$ cat config.mk
export PLATFORM = sky130hd
export DESIGN_NAME = pbp_queue
export DESIGN_NICKNAME = d
export VERILOG_FILES = /design/src/sv/pbp_pkg.sv /design/src/sv/pbp_queue.sv
export SDC_FILE = /design/constraint.sdc
export NUM_CORES = 1
export LEC_CHECK = 0
export BUFFER_PORTS_ARGS = -buffer_cell sky130_fd_sc_hd__buf_2
export CAP_MARGIN = 10
export CORE_MARGIN = 2
export CORE_UTILIZATION = 40
export DETAILED_ROUTE_END_ITERATION = 8
export GPL_ROUTABILITY_DRIVEN = 0
export PLACE_DENSITY_LB_ADDON = 0.12
export SYNTH_ARGS = -nofsm -noshare
export SYNTH_HDL_FRONTEND = slang
export SYNTH_SLANG_ARGS = --single-unit
$ cat constraint.sdc
create_clock -name clk_i -period 2.57 [get_ports clk_i]
set_input_delay 0.1285 -clock clk_i [delete_from_list [all_inputs] [get_ports clk_i]]
set_output_delay 0.1285 -clock clk_i [all_outputs]
set_load 0.005 [all_outputs]
$ cat src/sv/pbp_pkg.sv
package pbp_pkg;

  localparam int unsigned TableEntries = 65536;
  localparam int unsigned AddrW        = 16;
  localparam int unsigned WordBits     = 64;
  localparam int unsigned CodeW        = 32;   // entry_code port width
  localparam int unsigned LenW         = 6;    // entry_length port width
  localparam int unsigned WordsW       = 10;   // full-word counter per key
  localparam int unsigned FillW        = 6;    // pending bits, 0..63
  localparam int unsigned TotalW       = 16;
  localparam int unsigned QueueDepth   = 4;
  localparam int unsigned QueueCntW    = 3;
  localparam int unsigned QueuePtrW    = 2;
  localparam int unsigned InDataW      = 72;
  localparam int unsigned InUserW      = 2;
  localparam int unsigned OutDataW     = 80;   // packed word plus total count

  // tuser[0] selector values
  localparam logic ModeLoad   = 1'b0;
  localparam logic ModeEncode = 1'b1;

  localparam logic [WordsW-1:0] WordsMax = '1;
  localparam logic [TotalW-1:0] TotalMax = '1;

  // one looked-up code waiting for the packer
  typedef struct packed {
    logic             eok;
    logic [LenW-1:0]  len;
    logic [CodeW-1:0] code;
  } entry_t;

endpackage

$ cat src/sv/pbp_queue.sv
module pbp_queue import pbp_pkg::*; (
  input  logic                 clk_i,
  input  logic                 rst_ni,
  input  logic                 push_i,
  input  entry_t               push_entry_i,
  input  logic                 pop_i,
  output logic                 nonempty_o,
  output entry_t               head_o,
  output logic [QueueCntW-1:0] count_o
);

  entry_t               mem_q [QueueDepth];
  logic [QueuePtrW-1:0] wptr_d, wptr_q;
  logic [QueuePtrW-1:0] rptr_d, rptr_q;
  logic [QueueCntW-1:0] count_d, count_q;
  logic                 do_pop;

  assign do_pop     = pop_i && (count_q != '0);
  assign wptr_d     = push_i ? wptr_q + QueuePtrW'(1) : wptr_q;
  assign rptr_d     = do_pop ? rptr_q + QueuePtrW'(1) : rptr_q;
  assign count_d    = count_q + QueueCntW'(push_i) - QueueCntW'(do_pop);
  assign nonempty_o = (count_q != '0);
  assign head_o     = mem_q[rptr_q];
  assign count_o    = count_q;

  always_ff @(posedge clk_i or negedge rst_ni) begin
    if (!rst_ni) begin
      wptr_q  <= '0;
      rptr_q  <= '0;
      count_q <= '0;
    end else begin
      wptr_q  <= wptr_d;
      rptr_q  <= rptr_d;
      count_q <= count_d;
    end
  end

  always_ff @(posedge clk_i) begin
    if (push_i) begin
      mem_q[wptr_q] <= push_entry_i;
    end
  end

endmodule

# Yosys cells after proc, flatten, opt, wreduce, memory -nomap -nowiden
# Memories as Yosys holds them, arrays and structs flattened.
# Cells that the tools add are included.
# classes
mux	2
reduce_logical	2
n_addsub	4
# op_table
cell	count
adder 2 x 1 -> 2 bit, second input constant	2
adder 3 x 1 -> 3 bit	1
nonzero test 3 bit	1
subtractor 3 x 1 -> 3 bit	1
2-to-1 mux 1 bit	2
logical AND 1 bit	1
# totals
elab_cells	12
output_inout_bits	43
in_bits	43
mem_bits_rw	156
register_bits	7
n_memories	1
# mem_list
name	depth	word_bits	rd	rd_ports_with_merged_regs	wr	line	text
mem_q	4	39	1	0	1	pbp_queue.sv:12	entry_t mem_q [QueueDepth];

# Depth between registers and ports, before layout
# Gate-level depths: netlist (run 1).
# depth
ltp_word	3
ltp_mapped	7
ltp_nobuf	7

# Worst setup path after synthesis (run 1)
# Ideal clock, no wire load.
# synth_timing
kind	reg-to-reg
start	register wptr_q[0]
end	memory mem_q[0][0] (netlist bit), enable pin
n_path_buf	0
required_ns	2.170
slack_ns	0.603
path_stages_with_launch	4
arrival_time_ns	1.567
period_less_slack_ns	1.967
setup_time_ns	0.400
path_cell_list	dfrtp_1 -> inv_1 -> ha_1 -> and2_1
# synth_lines
item	line	text
start: declaration	pbp_queue.sv:13	logic [QueuePtrW-1:0] wptr_d, wptr_q;
start signal: assignment	pbp_queue.sv:32	wptr_q <= wptr_d;
end: declaration	pbp_queue.sv:12	
# Straight into the memory's write port.

==> flow_summary.yaml, run 1 <==
critical_path:
  cp-start-kind: "flop"
  worst_path_max_delay_cell: "dfrtp_4"
  path_max_fanout: 25
  r2r_start: "count_o[1]"
  cp-endpoint: "head_o[23]"
  required_ns: 2.44
  endpoint_kind: "primary output"
  critPathArrivalTime_ns: 2.12
  cpPeakStageDelay_ns: 0.75
  r2r_slack_ns: 0.55
  crit_type: "reg2out"
  startpoint: "rptr_q[0]"
  rr_worst_depth: 7
  r2r_end: "count_o[2]"
  path_cells: "buf_4 -> mux4_2 -> buf_2"
sta:
  hold_viol: 0
  tns_ns: 0
  skew_ns: 0.00701
  period_share_pct: 87.4
  worst_pin_slew_ns: 0.520
  fin_ws_ns: 0.324
  final.min_clock_period_ns: 2.25
  max_slew_margin_pct: 65.4
  setup_viol: 0
  rsz0062_at_grt: "false"
  clock.fmax_ghz: 0.445
  drv_slew: 0
detailed_routing:
  firstDrtPassIters: 4
  vias: 2879
  ant_nets: 0
  drc: 0
  wl_um: 10700
  drtIter0Drc: 139
  routed_via_density: 4.90
  wl_per_cell_um: 18.3
placed_design:
  dp_hpwl_um: 6570
  pre_cts_ws_ns: 0.555
  place.port_buffers: 85
  place_inst: 514
run:
  drv_cap: 0
clock_network:
  clock-sinks: 163
  cts_buffer_depth: 2
  cts_tree: "done"
  post_cts_buffers: 0
  path_clk_slew_ns: 0.06
  cts_buffers: 17
  clockRootBuffer: "clkbuf_16"
  htreeDepth: 4
  clock_latency_ns: 0.42
global_route:
  grt_start_max_net_pins: 32
  grt_first_pass_wirelength_um: 16600
  first_global_vias: 3054
  grtUsageTotal_pct: 14.2
  overflow: 0
  antenna_found_initial: 0
power:
  p_leak_nw: 2.76
  power_density_nw_per_um2: 1100
  max-vdd-ir-drop_v: 0.000542
logic_synthesis:
  synth_warnings: 0
  syn_nets: 288
  syn_inst: 238
  yosysTopAreaCell: "edfxtp_1"
  synthTopCellsByCount: "156 x edfxtp_1, 38 x mux4_2, 7 x dfrtp_1"
  synth_area_per_cell_sq_um: 25.5
  yosysMostFrequentCell: "edfxtp_1"
  ys_seq_elements: 163
  synth_area_leaders: "edfxtp_1 77%, mux4_2 14%, dfrtp_1 2.9%"
  synthesis.area_sq_um: 6070
  seq_area_frac_synth_pct: 80.0
  synth_edf_count: 156
  post-synth-top-area-fraction_pct: 77.1
  synth.distinct_cells: 18
  ys.flop_type: "edfxtp_1"
  synth-async-reset-ratio_pct: 4.29
die:
  core_area_sq_um: 15000
  die_area_sq_um: 16200
  die_x_um: 127
  die_h_um: 127
  io_pins: 86
  rows: 45
  initial_core_util_pct: 40.4
final_layout:
  n_antenna_cell: 0
  final_layout_size_suffix_gt1_share_pct: 42.4
  nets: 436
  fill_cells: 1210
  final_util_pct: 52.0
  area_delta_synth_final_pct: 28.7
  fin_cells: 587
run_status:
  status: "completed"
hold_path:
  min_from: "pop_i"
  hold_class: "in2reg"
==> per-stage QoR <==
| stage | hold slack, ns | instance area [sq um] | total power [mW] |
|---|---|---|---|
| detailed placement | -0.0333 | 6770 | 6.07 |
| finish | 0.0415 | 7810 | 8.62 |
| global route | 0.0568 | 7810 | 9.06 |
| global placement | -0.0329 | 6770 | 6.04 |
| CTS | 0.0257 | 7810 | 8.78 |
| floorplan | -0.167 | 6070 | 5.19 |
==> cells in the final DEF, fill, tap and decap left out <==
cell type | Yosys | routed
dfrtp_1 | 7 | 5
inv_1 | 6 | 6
clkinvlp_4 | 0 | 2
buf_2 | 4 | 85
dlygate4sd3_1 | 0 | 41
mux4_2 | 38 | 38
o31a_1 | 1 | 1
and2_2 | 0 | 4
ha_1 | 6 | 6
o311ai_0 | 1 | 1
o21ai_0 | 1 | 1
buf_12 | 4 | 4
dfrtp_2 | 0 | 1
clkbuf_1 | 0 | 4
edfxtp_1 | 156 | 156
or3_1 | 1 | 1
clkinv_4 | 0 | 1
dfrtp_4 | 0 | 1
clkinv_2 | 0 | 1
clkbuf_16 | 0 | 17
mux4_1 | 1 | 1
buf_4 | 0 | 8
clkbuf_8 | 0 | 3
bufinv_16 | 0 | 4
xor2_1 | 2 | 2
fa_1 | 1 | 1
xnor2_1 | 3 | 3
nand2_1 | 1 | 1
==> worst max-delay path: cells and delay by family (launching register included) <==
| family | cells | cell delay (ns) |
|---|---|---|
| mux | 1 | 0.52 |
| flops | 1 | 0.75 |
| buf+inv | 2 | 0.41 |
==> what timing repair did <==
item	in CTS	in global routing
resized for setup	0	0
hold endpoints to repair	164	0
hold buffers	41	0
==> worst min path at each step <==
stage	to	cells past startpoint
after global placement	count_o[0]	1
final	rptr_q[1]	3
after CTS	rptr_q[1]	3
after floorplan	count_o[0]	0
after detailed placement	count_o[1]	1
after global routing	count_o[0]	2
==> per-layer routing <==
metal  GRT usage [%]  vias up  share of wire, %
met5               0        -                 0
met4            6.21        0               1.8
met3            4.31       16               4.7
met2            23.4       72                52
met1            17.5     1485                42
li1                -     1306                 -
==> area by class of cell <==
type / count / area, sq um / share of cell area, %
sequential: 163 / 4860 / 62.3
tap: 188 / 235 / 3.01
clock inverter: 8 / 149 / 1.91
multi-input combinational: 60 / 1080 / 13.9
timing repair buffer: 138 / 976 / 12.5
inverter: 6 / 22.5 / 0.288
clock buffer: 24 / 482 / 6.17
==> report_power, final <==
| group | switching [mW] | internal (mW) | total, mW |
|---|---|---|---|
| logic | 0.998 | 1.20 | 2.20 |
| registers | 0.279 | 3.49 | 3.77 |
| clock network | 0.943 | 1.70 | 2.65 |
| total | 2.22 | 6.40 | 8.62 |
==> kinds of logic (layout without fill, tap and decap cells) <==
| group | count (synthesis) | count (layout) | share of synthesized area, % |
|---|---|---|---|
| multiplexers | 39 | 39 | 14.5 |
| flip-flops | 163 | 163 | 80.0 |
| AO/OA/AOI/OAI | 3 | 3 | 0.371 |
| adder cells (fa/ha/maj) | 7 | 7 | 1.57 |
| buffers and inverters | 15 | 176 | 2.20 |
| XOR/XNOR | 5 | 5 | 0.721 |
| AND/OR/NAND/NOR | 6 | 6 | 0.577 |
==> state kept, by name, summed over array words and instances, names as in the netlist <==
name     count
mem_q      156
count_o      3
rptr_q       2
wptr_q       2
Power figures use the tool's default switching activity.
==> run 2, diff against run 1 <==
- CORE_UTILIZATION: 40 -> 30
==> flow_summary.yaml, run 2 (synthesized netlist as in run 1, its figures left out) <==
power:
  total_power_mw: 8.44
  max-vdd-ir-drop_v: 0.000452
  p_leak_nw: 2.72
  power_density_nw_per_um2: 1070
placed_design:
  place.port_buffers: 85
  pre_cts_ws_ns: 0.567
  place_area_sq_um: 6890
  dp_hpwl_um: 7020
  place_inst: 595
sta:
  holdWs_ns: 0.0467
  max_slew_margin_pct: 70.1
  tns_ns: 0
  setup_viol: 0
  skew_ns: 0.00469
  drv_slew: 0
  final.min_clock_period_ns: 2.18
  hold_viol: 0
  fin_ws_ns: 0.393
  worst_pin_slew_ns: 0.448
  period_share_pct: 84.7
  rsz0062_at_grt: "false"
  clock.fmax_ghz: 0.459
critical_path:
  critPathArrivalTime_ns: 2.05
  cp-start-kind: "flop"
  path_max_fanout: 19
  required_ns: 2.44
  rr_worst_depth: 7
  r2r_slack_ns: 0.55
  endpoint_kind: "primary output"
  crit_type: "reg2out"
  r2r_end: "count_o[2]"
  r2r_start: "count_o[1]"
clock_network:
  clock-sinks: 163
  clock_latency_ns: 0.41
  path_clk_slew_ns: 0.06
  cts_tree: "done"
  post_cts_buffers: 0
  cts_buffer_depth: 2
  cts_buffers: 17
  clockRootBuffer: "clkbuf_16"
  htreeDepth: 4
detailed_routing:
  routed_via_density: 4.35
  vias: 2906
  firstDrtPassIters: 5
  wl_um: 11700
  drc: 0
  wl_per_cell_um: 17.6
  drtIter0Drc: 135
  ant_nets: 0
final_layout:
  final_cell_mix: "156 x edfxtp_1, 85 x buf_2, 41 x dlygate4sd3_1"
  largest_reg_flops: 156
  mostFrequentLayoutCell: "edfxtp_1"
  stdcell_area_sq_um: 7860
  final_util_pct: 39.2
  area_delta_synth_final_pct: 29.4
  nets: 435
  fin_cells: 668
  final_layout_size_suffix_gt1_share_pct: 41.5
  n_antenna_cell: 0
  largest_register: "mem_q"
hold_path:
  min_to: "rptr_q[1]"
  min_path_cells: 3
  min_from: "pop_i"
  hold_class: "in2reg"
die:
  initial_core_util_pct: 30.3
  die_area_sq_um: 21400
  core_area_sq_um: 20000
  die_x_um: 146
  die_h_um: 146
  rows: 52
  io_pins: 86
global_route:
  grt_first_pass_wirelength_um: 18100
  grt_start_max_net_pins: 33
  antenna_found_initial: 0
  overflow: 0
  grtUsageTotal_pct: 11.6
  first_global_vias: 3186
run_status:
  status: "completed"
run:
  drv_cap: 0
==> run 2: layout make-up <==
class	instances	area, sq um
timing repair buffer	137	993
inverter	6	22.5
fill	1865	12200
clock inverter	8	104
sequential	163	4860
clock buffer	24	452
multi-input combinational	60	1080
tap	270	338
==> run 2: metal layers <==
metal,routed length [um],global-route usage (%),vias up
met4,185,4.95,0
met2,5630,18.3,66
met3,530,3.47,14
met1,5400,14.9,1525
met5,0,0,-
li1,-,-,1301
==> run 2: worst max-delay path by stage <==
stage / start / to / slack (ns) / cells past startpoint
2_1_floorplan: wptr_q[0] / mem_q[0][0] / 0.60 / 3
3_3_place_gp: count_o[1] / count_o[2] / 0.60 / 7
3_5_place_dp: count_o[1] / count_o[2] / 0.57 / 7
4_1_cts: rptr_q[0] / head_o[25] / 0.33 / 3
5_1_grt: rptr_q[0] / head_o[25] / 0.27 / 3
6_report: rptr_q[0] / head_o[25] / 0.39 / 3
==> run 2: critical path, stage by stage (launching register included) <==
cell     delay (ns)
dfrtp_4        0.69
buf_4          0.26
mux4_2         0.54
buf_2          0.15
==> run 2: timing repair <==
action,in CTS,in global routing
hold buffers,41,0
resized for setup,0,0
endpoints found under the hold margin,164,0
==> run 2: report_power, final <==
group          leakage [nW]  switching (mW)  internal, mW
logic                 0.954            1.06          1.23
registers              1.51           0.277          3.49
clock network         0.255           0.947          1.43
