==> src/sv/pbp_pkg.sv <==
package pbp_pkg;

  localparam int unsigned TableEntries = 65536;
  localparam int unsigned AddrW        = 16;
  localparam int unsigned WordBits     = 64;
  localparam int unsigned CodeW        = 32;   // entry_code port width
  localparam int unsigned LenW         = 6;    // entry_length port width
  localparam int unsigned WordsW       = 10;   // full-word counter per key
  localparam int unsigned FillW        = 6;    // pending bits, 0..63
  localparam int unsigned TotalW       = 16;
  localparam int unsigned QueueDepth   = 4;
  localparam int unsigned QueueCntW    = 3;
  localparam int unsigned QueuePtrW    = 2;
  localparam int unsigned InDataW      = 72;
  localparam int unsigned InUserW      = 2;
  localparam int unsigned OutDataW     = 80;   // packed word plus total count

  // tuser[0] selector values
  localparam logic ModeLoad   = 1'b0;
  localparam logic ModeEncode = 1'b1;

  localparam logic [WordsW-1:0] WordsMax = '1;
  localparam logic [TotalW-1:0] TotalMax = '1;

  // one looked-up code waiting for the packer
  typedef struct packed {
    logic             eok;
    logic [LenW-1:0]  len;
    logic [CodeW-1:0] code;
  } entry_t;

endpackage

==> src/sv/pbp_back.sv <==
module pbp_back import pbp_pkg::*; (
  input  logic                clk_i,
  input  logic                rst_ni,
  input  logic                nonempty_i,
  input  entry_t              head_i,
  output logic                pop_o,
  output logic                out_valid_o,
  input  logic                out_ready_i,
  output logic [WordBits-1:0] out_word_o,
  output logic                out_last_o,
  output logic [TotalW-1:0]   out_total_o
);

  // accumulator is kept left-justified: pending bits sit at the top
  logic [WordBits-1:0] acc_d, acc_q;
  logic [FillW-1:0]    fill_d, fill_q;
  logic [WordsW-1:0]   words_d, words_q;
  logic                over_d, over_q;
  logic                pend_d, pend_q;
  logic [WordBits-1:0] pend_word_d, pend_word_q;
  logic [TotalW-1:0]   pend_total_d, pend_total_q;
  logic                oval_d, oval_q;
  logic [WordBits-1:0] oword_d, oword_q;
  logic                olast_d, olast_q;
  logic [TotalW-1:0]   ototal_d, ototal_q;

  logic                out_free;
  logic [FillW:0]      sum;
  logic                ovf;
  logic [FillW-1:0]    rest;
  logic [WordBits-1:0] code64;
  logic [WordBits-1:0] full_word;
  logic [WordBits-1:0] acc_new;
  logic [FillW-1:0]    fill_new;
  logic [WordsW-1:0]   words_new;
  logic                over_new;
  logic [TotalW-1:0]   total_new;
  logic                gives;

  assign out_free  = !oval_q || out_ready_i;
  assign sum       = {1'b0, fill_q} + (FillW + 1)'(head_i.len);
  assign ovf       = sum[FillW];
  assign rest      = sum[FillW-1:0];
  assign code64    = WordBits'(head_i.code);
  assign full_word = acc_q | (code64 >> rest);
  assign acc_new   = ovf ? (code64 << (7'd64 - {1'b0, rest}))
                         : (acc_q | (code64 << (7'd64 - sum)));
  assign fill_new  = rest;
  assign words_new = (ovf && (words_q != WordsMax)) ? words_q + WordsW'(1) : words_q;
  assign over_new  = over_q || (ovf && (words_q == WordsMax));
  assign total_new = over_new ? TotalMax : {words_new, fill_new};
  assign gives     = ovf || head_i.eok;

  // a pending final word blocks the queue until it moves out
  assign pop_o = nonempty_i && !pend_q && (out_free || !gives);

  always_comb begin
    acc_d        = acc_q;
    fill_d       = fill_q;
    words_d      = words_q;
    over_d       = over_q;
    pend_d       = pend_q;
    pend_word_d  = pend_word_q;
    pend_total_d = pend_total_q;
    oval_d       = oval_q && !out_ready_i;
    oword_d      = oword_q;
    olast_d      = olast_q;
    ototal_d     = ototal_q;

    if (pend_q && out_free) begin
      pend_d   = 1'b0;
      oval_d   = 1'b1;
      oword_d  = pend_word_q;
      olast_d  = 1'b1;
      ototal_d = pend_total_q;
    end

    if (pop_o) begin
      if (head_i.eok) begin
        acc_d   = '0;
        fill_d  = '0;
        words_d = '0;
        over_d  = 1'b0;
      end else begin
        acc_d   = acc_new;
        fill_d  = fill_new;
        words_d = words_new;
        over_d  = over_new;
      end
      if (ovf) begin
        oval_d   = 1'b1;
        oword_d  = full_word;
        olast_d  = 1'b0;
        ototal_d = '0;
        if (head_i.eok) begin
          // hold the final word back until the full word ahead of it moves out
          pend_d       = 1'b1;
          pend_word_d  = acc_new;
          pend_total_d = total_new;
        end
      end else if (head_i.eok) begin
        oval_d   = 1'b1;
        oword_d  = acc_new;
        olast_d  = 1'b1;
        ototal_d = total_new;
      end
    end
  end

  always_ff @(posedge clk_i or negedge rst_ni) begin
    if (!rst_ni) begin
      acc_q   <= '0;
      fill_q  <= '0;
      words_q <= '0;
      over_q  <= 1'b0;
      pend_q  <= 1'b0;
      oval_q  <= 1'b0;
    end else begin
      acc_q   <= acc_d;
      fill_q  <= fill_d;
      words_q <= words_d;
      over_q  <= over_d;
      pend_q  <= pend_d;
      oval_q  <= oval_d;
    end
  end

  always_ff @(posedge clk_i) begin
    pend_word_q  <= pend_word_d;
    pend_total_q <= pend_total_d;
    oword_q      <= oword_d;
    olast_q      <= olast_d;
    ototal_q     <= ototal_d;
  end

  assign out_valid_o = oval_q;
  assign out_word_o  = oword_q;
  assign out_last_o  = olast_q;
  assign out_total_o = ototal_q;

endmodule

==> config.mk <==
export PLATFORM = sky130hd
export DESIGN_NAME = pbp_back
export DESIGN_NICKNAME = d
export VERILOG_FILES = /design/src/sv/pbp_pkg.sv /design/src/sv/pbp_back.sv
export SDC_FILE = /design/constraint.sdc
export NUM_CORES = 1
export LEC_CHECK = 0
export ABC_AREA = 1
export BUFFER_PORTS_ARGS = -buffer_cell sky130_fd_sc_hd__buf_2
export CAP_MARGIN = 20
export CORE_MARGIN = 3
export CORE_UTILIZATION = 29
export CTS_BUF_LIST = sky130_fd_sc_hd__clkbuf_2 sky130_fd_sc_hd__clkbuf_4 sky130_fd_sc_hd__clkbuf_8
export DETAILED_ROUTE_END_ITERATION = 10
export GPL_TIMING_DRIVEN = 0
export MAX_ROUTING_LAYER = met4
export SLEW_MARGIN = 10
export SYNTH_ARGS = -nofsm -noshare
export SYNTH_HDL_FRONTEND = slang
export SYNTH_SLANG_ARGS = --single-unit
==> constraint.sdc <==
create_clock -name clk_i -period 9.3 [get_ports clk_i]
set_input_delay 0.93 -clock clk_i [delete_from_list [all_inputs] [get_ports clk_i]]
set_output_delay 0.93 -clock clk_i [all_outputs]
set_load 0.05 [all_outputs]
; After elaboration in Yosys (flattened, before gate mapping)
; Index checks and enable logic that the tools add are counted.
[classes]
n_addsub = 4
muxes = 27
eq_ne = 2
n_reduce_logical = 15
n_shift = 3
bitwise_logic = 2
[ops]
columns = cell, count
row1 = 2-to-1 mux 64 bit, 6
row2 = OR 64 bit, 2
row3 = << shifter 32 x 7 -> 64 bit, 2
row4 = 2-to-1 mux 16 bit, 5
row5 = >> shifter 32 x 6 -> 64 bit, 1
row6 = 2-to-1 mux 10 bit, 2
row7 = 2-to-1 mux 1 bit, 13
row8 = "adder 10 x 1 -> 10 bit, second input constant", 1
row9 = "equality test 10 bit, second input constant", 1
row10 = "inequality test 10 bit, second input constant", 1
row11 = adder 6 x 6 -> 7 bit, 1
row12 = "subtractor 7 x 6 -> 7 bit, first input constant", 1
row13 = "subtractor 7 bit, first input constant", 1
row14 = logical AND 1 bit, 6
row15 = 2-to-1 mux 6 bit, 1
row16 = zero test 1 bit, 4
row17 = logical OR 1 bit, 4
row18 = AND reduction 3 bit, 1
[word_totals]
register_bits = 244
input_bits = 43
wordCells = 64
output_inout_bits = 83

; Depth between registers and ports, before layout
; Gate-level depths: netlist of the first run.
[depth]
depth_word = 8
ltp_mapped = 19
depth_no_buf = 18

; Worst setup path before layout of the first run
; OpenSTA, ideal clock, no wires.
[synth_timing]
path_kind = input to register
startpoint = input port head_i[32] (netlist bit)
endpoint = register pend_total_q[0], enable pin
n_path_buf = 1
slack_ns = 4.873
setup_time_ns = 0.434
path_stages = 12
arrival_ns = 3.993
path_cell_list = ha_1 -> inv_1 -> fa_1 -> inv_2 -> nand4_1 -> nand3_1 -> o21ai_1 -> nand3_1 -> nor2_2 -> buf_2 -> nand2_1 -> inv_1
[synth_via]
elab_chain_len = 6
[synth_lines]
columns = element, line_no
row1 = from (decl), pbp_back.sv:5  ; input entry_t head_i,
row2 = adder 6 x 6 -> 7 bit *, pbp_back.sv:41  ; assign sum = {1'b0, fill_q} + (FillW + 1)'(head_i.len);
row3 = logical OR 1 bit, pbp_back.sv:52  ; assign gives = ovf || head_i.eok;
row4 = zero test 1 bit, pbp_back.sv:55  ; assign pop_o = nonempty_i && !pend_q && (out_free || !gives);
row5 = logical OR 1 bit, pbp_back.sv:55
row6 = logical AND 1 bit, pbp_back.sv:55
row7 = AND reduction 3 bit (no source line) *, n/a
row8 = to (signal assigned), pbp_back.sv:130  ; pend_total_q <= pend_total_d;
row9 = to (decl), pbp_back.sv:21  ; logic [TotalW-1:0] pend_total_d, pend_total_q;
; Mark *: on every way between the ends. The rest lies on a longest branch, timed or not.
; A chain may end at the register's enable or synchronous reset.

; Final worst setup path of the first run
[layout_timing]
startpoint = input port head_i[32] (netlist bit)
endpoint = output port pop_o
[layout_via]
elab_chain_len = 5
[layout_lines]
columns = element, line_no
row1 = adder 6 x 6 -> 7 bit, pbp_back.sv:41
row2 = logical OR 1 bit, pbp_back.sv:52
row3 = zero test 1 bit, pbp_back.sv:55
row4 = logical OR 1 bit, pbp_back.sv:55
row5 = logical AND 1 bit, pbp_back.sv:55
row6 = to (decl), pbp_back.sv:6  ; output logic pop_o,
; No other way between the ends.

==> flow_summary.ini, run 1 <==
[status]
run_status = finished, final reports clean

[hold_path]
min_path_type = in -> async

[routing]
drt-wirelength-per-cell_um = 19.71
firstDrtPassIters = 8
drt_iter0_drc = 2047
num_vias = 17954
post_drt_via_cell_ratio = 5.075
antenna_left = 0
drc = 0
wl_mm = 69.75

[critical_path]
arrival_ns = 3.65
reg2reg_from = fill_q[0]$_DFFE_PN0P_
cp_max_fo = 10
criticalPathCategory = in -> out
reg2reg_depth = 17
start_kind = input port
rr_endpoint = acc_q[52]$_DFFE_PN0P_
cp.required_ns = 8.37
r2r_slack_ns = 5.09
worstSetupEndpointType = output pin

[sta]
rsz0062_at_grt = no
fmax_mhz = 218.2
tightest_slew_ns = 0.9173
period_needed_ns = 4.583
finalSetupViolations = 0
skew_ns = 0.05490
relSlewSlack = 0.3885
finalSetupTns_ns = 0
min_period_over_period = 0.4928
slew_violations = 0
hold_viol_final = 0

[grt]
grt_max_degree = 50
overflow = 0
first_global_vias = 16766
antenna_found_initial = 1
grt_first_pass_wirelength_mm = 103.6
grt_util_all_layers = 0.2316

[place]
dp.cells = 3456
hpwl_mm = 53.31
port_buffers = 125
gp_congestion = 1.012

[clocking]
ctsResizeCount = 0
ctsHoldBuffers = 0
clockBufferDepth = 3
root_buffer = clkbuf_8
cts.clk_slew.worst_paths_ns = 0.06
clk_latency_ns = 0.63
postCtsSetupRepairBufs = 0
cts_tree = built
htreeDepth = 2
cts_made_buffers = 44
cts.sinks = 244

[synth]
synth_edf_count = 80
ys_seq_area_frac = 0.3638
async_reset_ff_frac = 0.3402
syn_area_um2 = 16770
syn_nets = 2625
syn_inst = 2573
syn-mean-instance-area_um2 = 6.517
ys_warn_count = 0
synth_seq_cells = 244
synthFlopType = dfrtp_1
ys_types = 42

[cells_and_area]
area_delta_synth_final_pct = 15.86
num_antenna_cells = 0
fillCellCount = 6295
stdcell_count = 3538
nNetsFinal = 2798
final_layout_size_suffix_gt1_frac = 0.1441

[die]
rows = 87
dieArea_um2 = 60750
die_w_um = 246.5
ios = 126
die_h_um = 246.5
coreArea_um2 = 56820
start_util = 0.2951

[run]
cap_violations = 0
per-layer routing:
metal	up-vias	share of wire	global-route usage
li1	8624	-	-
met1	8378	0.44	0.3106
met2	832	0.44	0.3510
met3	120	0.084	0.04179
met4	0	0.033	0.07925
met5	-	0	-
Yosys cell counts (2+ instances only):
cell	number	area share
nor2_2	2	0.00075
a31o_2	2	0.0010
nor2_1	219	0.049
and2_1	9	0.0034
edfxtp_1	80	0.14
o211ai_1	11	0.0049
o22ai_1	10	0.0037
nand2_1	1073	0.24
nand4_1	14	0.0052
buf_4	13	0.0058
buf_1	16	0.0036
o31ai_1	6	0.0027
o21ai_1	51	0.015
mux2_2	39	0.026
nor3_2	2	0.0012
xor2_1	6	0.0031
a21oi_2	3	0.0016
buf_6	9	0.0060
inv_1	164	0.037
inv_2	12	0.0027
o21ai_2	12	0.0063
nand3_2	5	0.0030
nor4_1	2	0.00075
a21oi_1	86	0.026
dfxtp_1	81	0.097
o21ai_0	114	0.034
clkbuf_1	44	0.0098
dfrtp_1	83	0.12
nor2_4	3	0.0020
nand3_1	260	0.078
nand2_4	9	0.0060
mux2i_1	39	0.023
nand2_2	10	0.0037
buf_2	69	0.021
ha_1	8	0.0060
state kept, by name (all words and copies together) (netlist names), 6 cells and up:
| register | count |
|---|---|
| out_word_o | 64 |
| pend_word_q | 64 |
| out_total_o | 16 |
| acc_q | 64 |
| fill_q | 6 |
| words_q | 10 |
| pend_total_q | 16 |
critical path, stage by stage:
cell and delay, ns:
buf_2 0.10, ha_1 0.23, inv_1 0.08, fa_1 0.23
inv_2 0.09, nand4_1 0.09, nand3_1 0.36, o21ai_1 0.25
nand3_1 0.22, inv_2 0.12, buf_2 0.23, buf_2 0.37
buf_2 0.34
cell usage in the layout, fill, tap and decap left out, drive strengths merged, types with 2 or more instances in the layout:
cell,Yosys,final
a21oi,89,89
a31o,2,2
and2,9,9
buf,107,234
bufinv,0,2
clkbuf,44,119
clkinv,0,4
dfrtp,83,83
dfxtp,81,81
edfxtp,80,80
ha,8,8
inv,176,177
mux2,39,39
mux2i,39,39
nand2,1092,1092
nand3,265,265
nand4,14,14
nor2,225,225
nor3,2,2
nor4,2,2
o211ai,11,11
o21ai,177,177
o22ai,10,10
o31ai,6,6
or2,2,2
xor2,6,6
cell type report:
class / count / area (um^2) / share of cell area
Buffer: 151 / 769.5 / 0.03961
Clock buffer: 75 / 925.9 / 0.04766
Clock inverter: 7 / 102.6 / 0.005281
Inverter: 176 / 663.1 / 0.03413
Multi-Input combinational cell: 2002 / 9238 / 0.4755
Sequential cell: 244 / 6101 / 0.3140
Tap cell: 756 / 945.9 / 0.04869
Timing Repair Buffer: 127 / 683.2 / 0.03516
cells by family after synthesis:
logic type | share of synthesized area
simple gates | 0.3952
buf+inv | 0.08529
compound gates | 0.09596
flops | 0.3638
mux | 0.04947
fa+ha+maj | 0.007163
xor+xnor | 0.003134
worst max path at each step:
stage	from	endpoint	slack, ns	cells after the start
after global placement	head_i[32]	pend_word_q[10]$_DFFE_PP_	2.88	13
after detailed placement	head_i[32]	acc_q[20]$_DFFE_PN0P_	4.53	18
after floorplan	head_i[32]	pend_total_q[0]$_DFFE_PP_	4.87	12
after global routing	head_i[32]	pop_o	4.57	13
after CTS	head_i[32]	pop_o	4.80	13
final	head_i[32]	pop_o	4.72	13
stage by stage:
stage | area, um^2 | hold WS (ns) | setup slack [ns] | utilization
finish | 19430 | 0.3200 | 4.717 | 0.3419
global route | 19430 | 0.3404 | 4.573 | 0.3419
CTS | 19430 | 0.2946 | 4.796 | 0.3419
detailed placement | 18400 | 0.4857 | 4.532 | 0.3238
global placement | 18340 | 0.4712 | 2.884 | 0.3228
floorplan | 16770 | 0.4570 | 4.873 | -
Power of run 1 is left out: the tool's default activity adds up to more than one toggle a clock period on the data nets, which glitch-free logic cannot reach.
==> run 2, diff against run 1 <==
ABC_AREA = 0   (was 1)
clock period = 4.55 ns   (was 9.3 ns; I/O delays follow)
==> run 2 against run 1 <==
Compared with the run above:
- critical path depth rose by 3
- clock skew fell by 0.034 ns
- register-to-register slack got worse by 5.0 ns
- setup slack got worse by 4.6 ns
- flip-flop and latch count did not move
- critical endpoint is now out_word_o[63]$_DFF_P_
- highest routed layer unchanged
==> flow_summary.ini, run 2 <==
[cells_and_area]
stdcell_count = 2490
fillCellCount = 5204
final_layout_size_suffix_gt1_frac = 0.2093
area_delta_synth_final_pct = 18.68
nNetsFinal = 1836
final_cell_mix = nand2_1 (322), buf_2 (145), clkbuf_1 (84), nor2_1 (83), dfrtp_1 (83)
layout_commonest_cell = nand2_1

[synth]
yosys-top-cells-count = nand2_1 (322), o21ai_0 (95), mux2i_1 (89)
muxShareOfSynthArea = 0.1335
synth_top_family_by_area = compound AO/OA/AOI/OAI gates
ys_seq_area_frac = 0.4107
synthTopCellsByArea = edfxtp_1 (16%), dfrtp_1 (14%), dfxtp_1 (11%)
synth_xor_area_frac = 0.01744
syn_nets = 1660
async_reset_ff_frac = 0.3402
yosysMostFrequentCell = nand2_1
syn-mean-instance-area_um2 = 9.237
synth-simple-area-share = 0.1561
synth-compound-area-share = 0.2323
synth_seq_cells = 244
synth_fa_ha_area_frac = 0.008087
synthFlopType = dfrtp_1
syn_area_um2 = 14850
synth_top_area_cell = edfxtp_1
synth_top_area_frac = 0.1617
synth_edf_count = 80
syn_inst = 1608
ys_warn_count = 0
ys_types = 80

[clocking]
clk_latency_ns = 0.57
htreeDepth = 2
cts_made_buffers = 41
root_buffer = clkbuf_8
cts.clk_slew.worst_paths_ns = 0.07
clockBufferDepth = 3
cts_tree = built
cts.sinks = 244

[place]
gp_congestion = 1.005
dp.cells = 2409
port_buffers = 123
hpwl_mm = 49.60

[die]
ios = 126
dieArea_um2 = 53970
rows = 82
die_h_um = 232.3
start_util = 0.2948
die_w_um = 232.3
coreArea_um2 = 50380

[routing]
drc = 0
wl_mm = 64.50
num_vias = 14320
drt_iter0_drc = 1557
firstDrtPassIters = 6
antenna_left = 0
post_drt_via_cell_ratio = 5.751
drt-wirelength-per-cell_um = 25.90

[grt]
first_global_vias = 13692
grt_max_degree = 45
grt_util_all_layers = 0.2410
grt_first_pass_wirelength_mm = 94.24
overflow = 0
antenna_found_initial = 2

[critical_path]
rr_endpoint = out_word_o[63]$_DFF_P_
reg2reg_from = fill_q[0]$_DFFE_PN0P_
cp.required_ns = 5.00
startpoint = fill_q[0]$_DFFE_PN0P_
r2r_slack_ns = 0.13
worstSetupEndpointType = register
criticalPathCategory = reg -> reg
reg2reg_depth = 16
arrival_ns = 4.86
cp_max_fo = 10
start_kind = register
crit_path_end = out_word_o[63]$_DFF_P_

[sta]
fmax_mhz = 226.4
period_needed_ns = 4.418
slew_violations = 0
finalSetupViolations = 0
skew_ns = 0.02082
rsz0062_at_grt = yes
hold_viol_final = 0
tightest_slew_ns = 1.089
min_period_over_period = 0.9709
relSlewSlack = 0.2737

[hold_path]
min_from = nonempty_i
min_path_type = in -> reg

[status]
run_status = finished, final reports clean

[run]
cap_violations = 0
[run 2: cell types whose count changed after synthesis, sizes merged, moves of 50 or more]
cell / previous run / this run
nand2: 1092 / 323
nand3: 265 / 58
inv: 176 / 22
nor2: 225 / 87
o21ai: 177 / 109
buf: 107 / 40
a22o: 0 / 56
mux2i: 39 / 89
[run 2: worst min path at each step]
stage / end / slack, ns / cells past startpoint
after floorplan: acc_q[0]$_DFFE_PN0P_ / 0.16 / 0
after global placement: fill_q[5]$_DFFE_PN0P_ / 0.47 / 2
after detailed placement: fill_q[4]$_DFFE_PN0P_ / 0.48 / 2
after CTS: out_valid_o$_DFF_PN0_ / 0.14 / 3
after global routing: out_valid_o$_DFF_PN0_ / 0.15 / 3
final: out_valid_o$_DFF_PN0_ / 0.16 / 3
[run 2: repair_timing]
action                                  CTS  global route
hold buffers                              1             0
endpoints found under the setup margin  164           139
gates resized for setup                  51            41
endpoints found under the hold margin    39             0
setup buffers                             2             1
pin swaps                                 1             1
[run 2: per-layer routing]
metal / up-vias / part of all wire / track usage
met5: - / 0 / -
met4: 0 / 0.041 / 0.08869
met3: 128 / 0.076 / 0.03177
met2: 719 / 0.44 / 0.3618
met1: 7131 / 0.44 / 0.3324
li1: 6342 / - / -
[run 2: kinds of logic (layout without fill, tap and decap cells)]
family | after synthesis | after routing
flip-flops | 244 | 244
XOR/XNOR | 19 | 19
buffers and inverters | 152 | 360
AO/OA/AOI/OAI | 494 | 494
adder cells (fa/ha/maj) | 9 | 9
other | 0 | 2
AND/OR/NAND/NOR | 546 | 546
multiplexers | 144 | 144
[run 2: area by class of cell]
cell class                      count  area, um^2  area share
Tap cell                          672       840.8     0.04770
Antenna cell                        2       5.005   0.0002839
Buffer                            128       566.8     0.03215
Sequential cell                   244        6101      0.3461
Clock inverter                     12       62.56    0.003549
Multi-Input combinational cell   1212        8403      0.4767
Inverter                           24       91.34    0.005181
Timing Repair Buffer              133       753.2     0.04273
Clock buffer                       63       804.5     0.04564
[run 2: per-stage QoR]
step	util	cell area [um^2]	hold slack (ns)	setup WS (ns)	TNS, ns
final	0.3499	17630	0.1611	0.1324	0
after global routing	0.3499	17630	0.1509	-0.007144	-0.01225
after CTS	0.3467	17470	0.1378	0.007361	0
after detailed placement	0.3262	16430	0.4771	-1.251	-113.30
after global placement	0.3239	16320	0.4654	-1.481	-205.16
after floorplan	-	14860	0.1594	0.3616	0
[run 2: worst max-delay path, stage by stage, from the launching register on]
cell,delay (ns)
dfrtp_1,0.39
ha_1,0.27
buf_2,0.20
buf_6,0.19
inv_1,0.06
clkbuf_4,0.23
buf_4,0.23
ha_2,0.41
buf_4,0.21
buf_4,0.21
buf_4,0.21
mux4_2,0.37
mux2i_2,0.37
mux2i_1,0.23
a21oi_2,0.27
o21ai_1,0.16
o221a_2,0.27
Power of run 2 is left out for the same reason.
